==> src/spd_ram.sv <==
// Generic single-port-write, single-port-read RAM with a registered read.
// No dependencies.
module spd_ram #(
	parameter int Width = 8,
	parameter int Depth = 16
) (
	input logic clk,
	input logic we,
	input logic [$clog2(Depth)-1:0] waddr,
	input logic [Width-1:0] wdata,
	input logic [$clog2(Depth)-1:0] raddr,
	output logic [Width-1:0] rdata
);
	logic [Width-1:0] mem [Depth];

	// Write port and registered read port.
	always_ff @(posedge clk) begin
		if (we) mem[waddr] <= wdata;
		rdata <= mem[raddr];
	end
endmodule

==> config.mk <==
export PLATFORM = sky130hd
export DESIGN_NAME = spd_ram
export DESIGN_NICKNAME = d
export VERILOG_FILES = /design/src/spd_ram.sv
export SDC_FILE = /design/constraint.sdc
export NUM_CORES = 1
export LEC_CHECK = 0
export BUFFER_PORTS_ARGS = -buffer_cell sky130_fd_sc_hd__buf_4
export CAP_MARGIN = 5
export CORE_MARGIN = 2
export CORE_UTILIZATION = 30
export DETAILED_ROUTE_END_ITERATION = 7
export PLACE_DENSITY_LB_ADDON = 0.15
export SLEW_MARGIN = 5
export SYNTH_ARGS = -nofsm -noshare
export SYNTH_HDL_FRONTEND = slang
export SYNTH_SLANG_ARGS = --single-unit
export TNS_END_PERCENT = 50
==> constraint.sdc <==
create_clock -name clk -period 2.3 [get_ports clk]
set_clock_uncertainty 0.2 [all_clocks]
set_input_delay 0.46 -clock clk [delete_from_list [all_inputs] [get_ports clk]]
set_output_delay 0.46 -clock clk [all_outputs]
set_load 0.005 [all_outputs]
# After elaboration in Yosys (flattened, before gate mapping)

Memories as Yosys holds them, arrays and structs flattened. A register that Yosys moved wholly into a read port is not among the register bits.
Index checks and enable logic that the tools add are counted.

Register bits after elaboration: 0
RAM bits: 128
Input bits: 18
Output and inout bits: 8
Logic and storage cells: 3
Memories: 1

Multiplexer cells: 2

Memories:

| name | depth | width | read ports | clocked after memory_dff | wr ports | RTL line | RTL |
|---|---|---|---|---|---|---|---|
| mem  | 16    | 8     | 1          | 1                        | 1        | 14       | `logic [Width-1:0] mem [Depth];` |

Operators with widths:

| cell    | count |
|---|---|
| $mux W1 | 2 |

# Longest topological paths before layout

Gate-level depths: netlist of the first run.

Depth in word-level cells: 2
Mapped depth: 5
Depth with buffers taken out: 3

# Least setup slack after synthesis of the first run

No wires, ideal clock.

Path kind: input -> register
From: in waddr[2]
To: mem mem[0][0] (enable)
Library setup time: 383 ps
Arrival: 1570 ps
Required time: 1717 ps
Path slack: 147 ps
Cell stages on the path: 2
Buffers on the path: 0
Cell sequence: or3b_2 > nor3_1

RTL lines:

| element         | RTL line | RTL |
|---|---|---|
| start, declared | 9        | `input logic [$clog2(Depth)-1:0] waddr,` |
| end, declared   | 14       |  |

Straight into the memory's write port.

==> results.toml, run 1 <==
[finish]
num_antenna_cells = 0
fill_cells = 1562
finalInstanceArea_um2 = 6310
drive_gt1_frac = 0.318
area_growth_pct = 22.6
finalNetCount = 304
multi_input_area_um2 = 1060
seq_area_um2 = 4000

[sta]
period_needed_ns = 1.74
fin_tns_setup_ns = 0
hold_viol = 0
maxSlewHeadroom = 0.724
fin_crit_sh = 0.757
setup_viol = 0
final_max_slew_viol_count = 0
worstMarginPinSlew_ns = 0.415
fmax_ghz = 0.574
rsz0062_at_grt = "no"

[grt]
antenna_found_initial = 0
grt_usage = 0.133
grt_pass1_wl_um = 16700
grt_max_degree = 21
grt_pass1_vias = 2560
grt_overflow_total = 0

[setup_path]
end_kind = "flip-flop"
max_stage_delay_ns = 0.53
crit_start = "raddr[0]"
critPathLaunchType = "input port"
timing.critical_path.to = "rdata[7]"
crit_type = "in2reg"
r2r-start = "mem[0][2]"
reg2regPathDepth = 3
reg2reg_slack_ns = 0.69
cp_data_arrival_time_ns = 1.83
crit_fanout = 11
r2r-end = "rdata[2]"
crit_required_ns = 2.39
cp_common_cell = "buf_4"
worstPathCellList = "buf_4 > buf_4 > mux4_2 > a22oi_1 > nand2_1"
critPathSlowestCell = "mux4_2"

[cts]
ctsLongestPathBuffers = 2
cts_setup_buffers = 0
cts_sinks = 136
ctsResizeCount = 0
postCtsHoldBufs = 0
cts_tree = "yes"
clk_latency_ns = 0.42
htreeDepth = 4
root_buffer = "clkbuf_16"
cts_buffers = 17
clkTransAtPathRegs_ns = 0.05

[detailed_routing]
vias_per_cell = 4.65
drt_iter0_drc = 183
drc = 0
detail-route-antenna-nets = 0
routed_wirelength_um = 11000
dr.pass1.iters = 4
wire_per_inst_um = 21.3
via_count = 2412

[floorplanning]
fp.dieArea_um2 = 18200
placementRows = 47
die_x_um = 135
start_util = 0.308
die_y_um = 135
io_pins = 26
core_area_um2 = 16700

[run]
maxCapViolCount = 0

[min_path]
hold_class = "in2reg"

[pwr]
p_per_area_nw_per_um2 = 921
leakage_uw = 0.00213
ir_worst_vdd_v = 0.000558

[yosys]
synth_top_area_cell = "edfxtp_1"
ys_ff_latch = 136
yosysTopAreaCellShare = 0.747
synth_area_um2 = 5150
synth_cell_types = 19
ys_seq_area_frac = 0.778
syn_inst = 229
synth_fp_nets = 247
avgSynthCellArea_um2 = 22.5
synth_area_leaders = "edfxtp_1 (75%), mux4_2 (7.9%), mux4_1 (7.1%)"
yosys_warnings = 0

[place]
place_area_um2 = 5710
place_congestion = 0.699
port_buffers = 25
dp_hpwl_um = 7030

[status]
status = "completed"
[cell usage in the layout (no fill, tap or decap)]
| cell | instances |
|---|---|
| edfxtp_1 | 128 |
| buf_4 | 47 |
| mux4_2 | 18 |
| clkbuf_16 | 17 |
| a22oi_1 | 16 |
| mux4_1 | 14 |
| nor2_1 | 13 |
| nand2_1 | 9 |
| dfxtp_1 | 8 |
| nor3_1 | 4 |
| clkinv_2 | 4 |
| clkbuf_8 | 3 |
| clkbuf_1 | 3 |
| bufinv_16 | 3 |
| nand3b_1 | 2 |
| nand2b_1 | 2 |
| nor2b_1 | 1 |
| and2_1 | 1 |
| and2b_1 | 1 |
| nand3_1 | 1 |
| or3b_2 | 1 |
| clkinvlp_4 | 1 |
| clkinv_1 | 1 |
| buf_12 | 1 |
[cell type report]
type                       count  share of cell area
multi-input combinational     83               0.168
clock inverter                 9              0.0192
tap                          220              0.0436
clock buffer                  23              0.0758
sequential                   136               0.635
timing repair buffer          48              0.0591
[stage by stage]
step	hold slack, ns	total power (uW)	setup WS (ns)	std cells	util
final	0.164	5810	0.559	519	0.378
after global routing	0.163	6000	0.463	519	0.378
after floorplan	0.359	2980	0.147	229	-
after global placement	0.463	3120	0.104	487	0.342
after detailed placement	0.458	3120	0.0838	487	0.342
after CTS	0.151	5850	0.523	519	0.378
[state kept, by name, indices dropped and copies added (netlist names)]
name   count
mem      128
rdata      8
[synth_stat cells]
master / count
nand3b_1: 2
nor2_1: 13
nor3_1: 4
dfxtp_1: 8
nand3_1: 1
nor2b_1: 1
clkdlybuf4s25_2: 3
or3b_2: 1
and2_1: 1
buf_6: 3
buf_4: 1
nand2b_1: 2
nand2_1: 9
buf_2: 3
a22oi_1: 16
mux4_1: 14
edfxtp_1: 128
and2b_1: 1
mux4_2: 18
[power breakdown]
part	internal [uW]	total [uW]	switching, uW
clock	1780	2740	965
sequential	2770	2790	15.8
combinational	130	276	146
total	4680	5810	1130
[worst max-delay path, delay by kind of cell]
kind | cells | cell delay (ns)
muxes | 1 | 0.53
buffers and inverters | 2 | 0.48
AOI/OAI and AO/OA | 1 | 0.26
and+or+nand+nor | 1 | 0.09
[cells by family after synthesis]
logic type / count (synthesis) / share of synthesized area
flops: 136 / 0.778
simple gates: 35 / 0.0318
mux: 32 / 0.150
buf+inv: 10 / 0.0168
compound gates: 16 / 0.0233
[worst min-delay path by stage]
stage	to	slack, ns	depth (start not counted)	from
global route	mem[12][7]	0.16	1	wdata[7]
global placement	rdata[5]	0.46	3	mem[14][5]
floorplan	mem[0][0]	0.36	0	wdata[0]
CTS	mem[13][1]	0.15	1	wdata[1]
detailed placement	rdata[2]	0.46	3	mem[13][2]
finish	mem[13][1]	0.16	1	wdata[1]
[metal layers]
layer | GRT usage | share of wire | vias to the layer above
li1 | - | - | 1089
met4 | 0.0573 | 0.016 | 0
met5 | 0 | 0 | -
met2 | 0.209 | 0.48 | 57
met3 | 0.0360 | 0.036 | 17
met1 | 0.173 | 0.47 | 1249
No activity file was read; power rests on OpenSTA's default activity.
==> run 2: changes to the inputs <==
==> constraint.sdc (replaced) <==
create_clock -name clk -period 1.8 [get_ports clk]
set_clock_uncertainty 0.2 [all_clocks]
set_input_delay 0.36 -clock clk [delete_from_list [all_inputs] [get_ports clk]]
set_output_delay 0.36 -clock clk [all_outputs]
set_load 0.005 [all_outputs]
==> results.toml, run 2 (synthesis results as in run 1) <==
[detailed_routing]
routed_wirelength_um = 10700
via_count = 2452
dr.pass1.iters = 7
wire_per_inst_um = 20.1
drt_iter0_drc = 225
detail-route-antenna-nets = 0
vias_per_cell = 4.62
drc = 0

[setup_path]
critPathSlowestCell = "mux4_1"
critPathLaunchType = "flip-flop"
max_stage_delay_ns = 0.51
crit_type = "reg2reg"
end_kind = "flip-flop"
crit_fanout = 1
worstPathCellList = "mux4_1 > a22oi_1 > nand2_1"
crit_required_ns = 1.89
cp_data_arrival_time_ns = 1.71

[finish]
top_register = "mem"
finalInstanceArea_um2 = 6490
finalNetCount = 316
final_cell_mix = "edfxtp_1 (128), buf_4 (55), mux4_2 (18)"
layout_commonest_cell = "edfxtp_1"
drive_gt1_frac = 0.354
top_regs = "mem x128, rdata x8"
area_growth_pct = 26.0
num_antenna_cells = 0
fin_util = 0.388
stdcell_count = 531
largest_reg_flops = 128

[cts]
postCtsHoldBufs = 0
ctsResizeCount = 0
clk_latency_ns = 0.41
ctsLongestPathBuffers = 2
root_buffer = "clkbuf_16"
cts_tree = "yes"
cts_sinks = 136
clkTransAtPathRegs_ns = 0.06
cts_buffers = 17
cts_setup_buffers = 0
htreeDepth = 4

[sta]
setup_viol = 0
worst_slack_ns = 0.183
period_needed_ns = 1.62
hold_ws_ns = 0.0567
hold_viol = 0
fin_crit_sh = 0.898
final_max_slew_viol_count = 0
fmax_ghz = 0.618
worstMarginPinSlew_ns = 0.945
rsz0062_at_grt = "no"
maxSlewHeadroom = 0.369

[place]
post-place-ws_ns = -0.222
place_area_um2 = 5850
dp_hpwl_um = 7190
port_buffers = 25
dp_cells = 499
place_congestion = 0.695

[run]
maxCapViolCount = 0

[floorplanning]
io_pins = 26
start_util = 0.308
placementRows = 47
die_y_um = 135
fp.dieArea_um2 = 18200
die_x_um = 135
core_area_um2 = 16700

[min_path]
hold_class = "in2reg"

[pwr]
p_per_area_nw_per_um2 = 1170
leakage_uw = 0.00223
ir_worst_vdd_v = 0.000727

[status]
status = "completed"

[grt]
grt_max_degree = 23
grt_pass1_vias = 2550
grt_usage = 0.128
antenna_found_initial = 0
grt_overflow_total = 0
grt_pass1_wl_um = 16100
[run 2: cell count changes in the layout (fill, tap and decap cells not counted)]
cell | before | now
clkinv_1 | 1 | 2
clkbuf_8 | 3 | 0
clkinv_2 | 4 | 5
clkinv_4 | 0 | 2
buf_4 | 47 | 55
clkbuf_1 | 3 | 0
nor3_2 | 0 | 1
nor3_1 | 4 | 3
buf_12 | 1 | 5
bufinv_16 | 3 | 5
[run 2: worst max-delay path: cells and delay by family (launching register included)]
family	cells	cell delay, ns
mux	1	0.51
flops	1	0.37
compound gates	1	0.33
simple gates	1	0.09
[run 2: path summary, 6_finish.rpt]
path | from | end | slack, ns | depth (start not counted)
setup / recovery | mem[1][2] | rdata[2] | 0.18 | 3
hold / removal | wdata[4] | mem[4][4] | 0.06 | 1
setup reg to reg | mem[1][2] | rdata[2] | 0.18 | 3
hold reg to reg | mem[14][4] | rdata[4] | 0.48 | 3
[run 2: layout make-up]
type / count / area (um2)
multi-input combinational: 83 / 1060
clock buffer: 17 / 425
fill: 1522 / 10200
tap: 220 / 275
sequential: 136 / 4000
clock inverter: 15 / 208
timing repair buffer: 60 / 513
[run 2: layer usage]
layer  GRT usage  part of all wire  vias to the layer above
met2       0.193              0.48                       51
met5           0                 0                        -
li1            -                 -                     1112
met4      0.0538             0.014                        0
met3      0.0390             0.042                        8
met1       0.174              0.47                     1281
[run 2: report_power, final]
group	total (uW)	internal [uW]	switching, uW
Clock	3670	2430	1240
Sequential	3560	3540	21.7
Combinational	374	183	191
Total	7610	6160	1450
[run 2: stage by stage]
step                      total power [uW]  setup TNS (ns)
after global placement                4010           -2.50
final                                 7610               0
after floorplan                       3800          -0.703
after detailed placement              4010           -2.84
after global routing                  7870               0
after CTS                             7700               0
==> run 3: changes to the inputs <==
==> constraint.sdc (replaced) <==
create_clock -name clk -period 1.4 [get_ports clk]
set_clock_uncertainty 0.2 [all_clocks]
set_input_delay 0.28 -clock clk [delete_from_list [all_inputs] [get_ports clk]]
set_output_delay 0.28 -clock clk [all_outputs]
set_load 0.005 [all_outputs]
==> results.toml, run 3 (synthesis results as in run 1) <==
[status]
status = "finished, violations left"
violations = "negative setup slack"

[finish]
stdcell_count = 541
num_antenna_cells = 0
top_regs = "mem x128, rdata x8"
top_register = "mem"
layout_commonest_cell = "edfxtp_1"
finalNetCount = 326
drive_gt1_frac = 0.421
fin_util = 0.396
largest_reg_flops = 128
area_growth_pct = 28.4
fill_cells = 1532
final_cell_mix = "edfxtp_1 (128), buf_4 (49), mux4_2 (32)"

[cts]
ctsLongestPathBuffers = 2
root_buffer = "clkbuf_16"
cts_tree = "yes"
clk_latency_ns = 0.41
cts_sinks = 136
htreeDepth = 4
cts_setup_buffers = 0
clkTransAtPathRegs_ns = 0.05
cts_buffers = 17

[grt]
grt_usage = 0.132
grt_pass1_vias = 2651
grt_pass1_wl_um = 16600
antenna_found_initial = 0
grt_overflow_total = 0
grt_max_degree = 17

[detailed_routing]
via_count = 2497
detail-route-antenna-nets = 0
routed_wirelength_um = 10800
dr.pass1.iters = 4
wire_per_inst_um = 20.0
drc = 0
drt_iter0_drc = 173
vias_per_cell = 4.62

[sta]
maxSlewHeadroom = 0.374
fin_crit_sh = 1.06
period_needed_ns = 1.49
fin_tns_setup_ns = -0.345
hold_viol = 0
final_max_slew_viol_count = 0
fmax_ghz = 0.672
hold_ws_ns = 0.162
setup_viol = 8
worstMarginPinSlew_ns = 0.935
rsz0062_at_grt = "yes"
worst_slack_ns = -0.0881

[setup_path]
cp_data_arrival_time_ns = 1.58
critPathLaunchType = "flip-flop"
end_kind = "flip-flop"
max_stage_delay_ns = 0.47
worstPathCellList = "mux4_2 > a22oi_2 > buf_4 > nand2_1"
crit_required_ns = 1.49
crit_type = "reg2reg"
path_buf_inv = 1
cp.depth = 4
crit_fanout = 1
critPathTopFamily = "multiplexers"
critPathSlowestCell = "mux4_2"
reg2regPathDepth = 4

[floorplanning]
fp.dieArea_um2 = 18200
core_area_um2 = 16700
io_pins = 26
die_x_um = 135
placementRows = 47
start_util = 0.308
die_y_um = 135

[min_path]
hold_class = "in2reg"
hold_depth = 3

[pwr]
leakage_uw = 0.00220
ir_worst_vdd_v = 0.000852
p_per_area_nw_per_um2 = 1380

[place]
dp_hpwl_um = 7040
dp_cells = 501
port_buffers = 25
place_congestion = 0.673

[run]
maxCapViolCount = 0
run 3: changes by cell type in the layout (fill, tap and decap cells not counted), sizes merged:
| cell | previous run | this run |
|---|---|---|
| buf | 60 | 62 |
| dlygate4sd3 | 0 | 8 |
| bufinv | 5 | 0 |
| clkbuf | 17 | 29 |
| clkinv | 9 | 2 |
run 3: layer usage:
layer	GRT usage	wire, um
met1	0.172	4870
met5	0	0
met2	0.211	5350
met3	0.0334	420
met4	0.0556	176
run 3: area by class of cell:
type	count	area, um2	area share
Tap cell	220	275	0.0417
Clock inverter	3	16.3	0.00246
Timing Repair Buffer	70	699	0.106
Clock buffer	29	520	0.0788
Sequential cell	136	4010	0.607
Multi-Input combinational cell	83	1090	0.165
run 3: worst reg2reg max path: stages, from the launching register on:
cell and delay (ns):
edfxtp_1 0.36, mux4_2 0.47, a22oi_2 0.16, buf_4 0.14, nand2_1 0.04
run 3: final timing paths:
path	start	end	slack (ns)
max	mem[0][3]	rdata[3]	-0.09
min	waddr[1]	mem[12][7]	0.16
max reg2reg	mem[0][3]	rdata[3]	-0.09
min reg2reg	mem[7][1]	rdata[1]	0.47
run 3: stage by stage:
step	setup WS, ns	total power (uW)	instance area, um2
final	-0.0881	9110	6610
after global routing	-0.144	9450	6610
after CTS	-0.108	9210	6590
after detailed placement	-0.559	5220	5950
after global placement	-0.573	5210	5950
after floorplan	-0.183	4920	5180
run 3: what timing repair did:
action                                  4_1_cts  5_1_grt
pin swaps                                     3        3
endpoints found under the hold margin       108        0
gates resized for setup                       8        4
endpoints found under the setup margin       10        9
hold buffers                                  8        0
run 3: report_power, final:
part           total, uW  internal (uW)  switching (uW)  leakage [uW]
Sequential          4590           4560            32.5       0.00122
Combinational        563            293             270      0.000713
Clock               3960           2490            1470      0.000259
Total               9110           7340            1770       0.00220
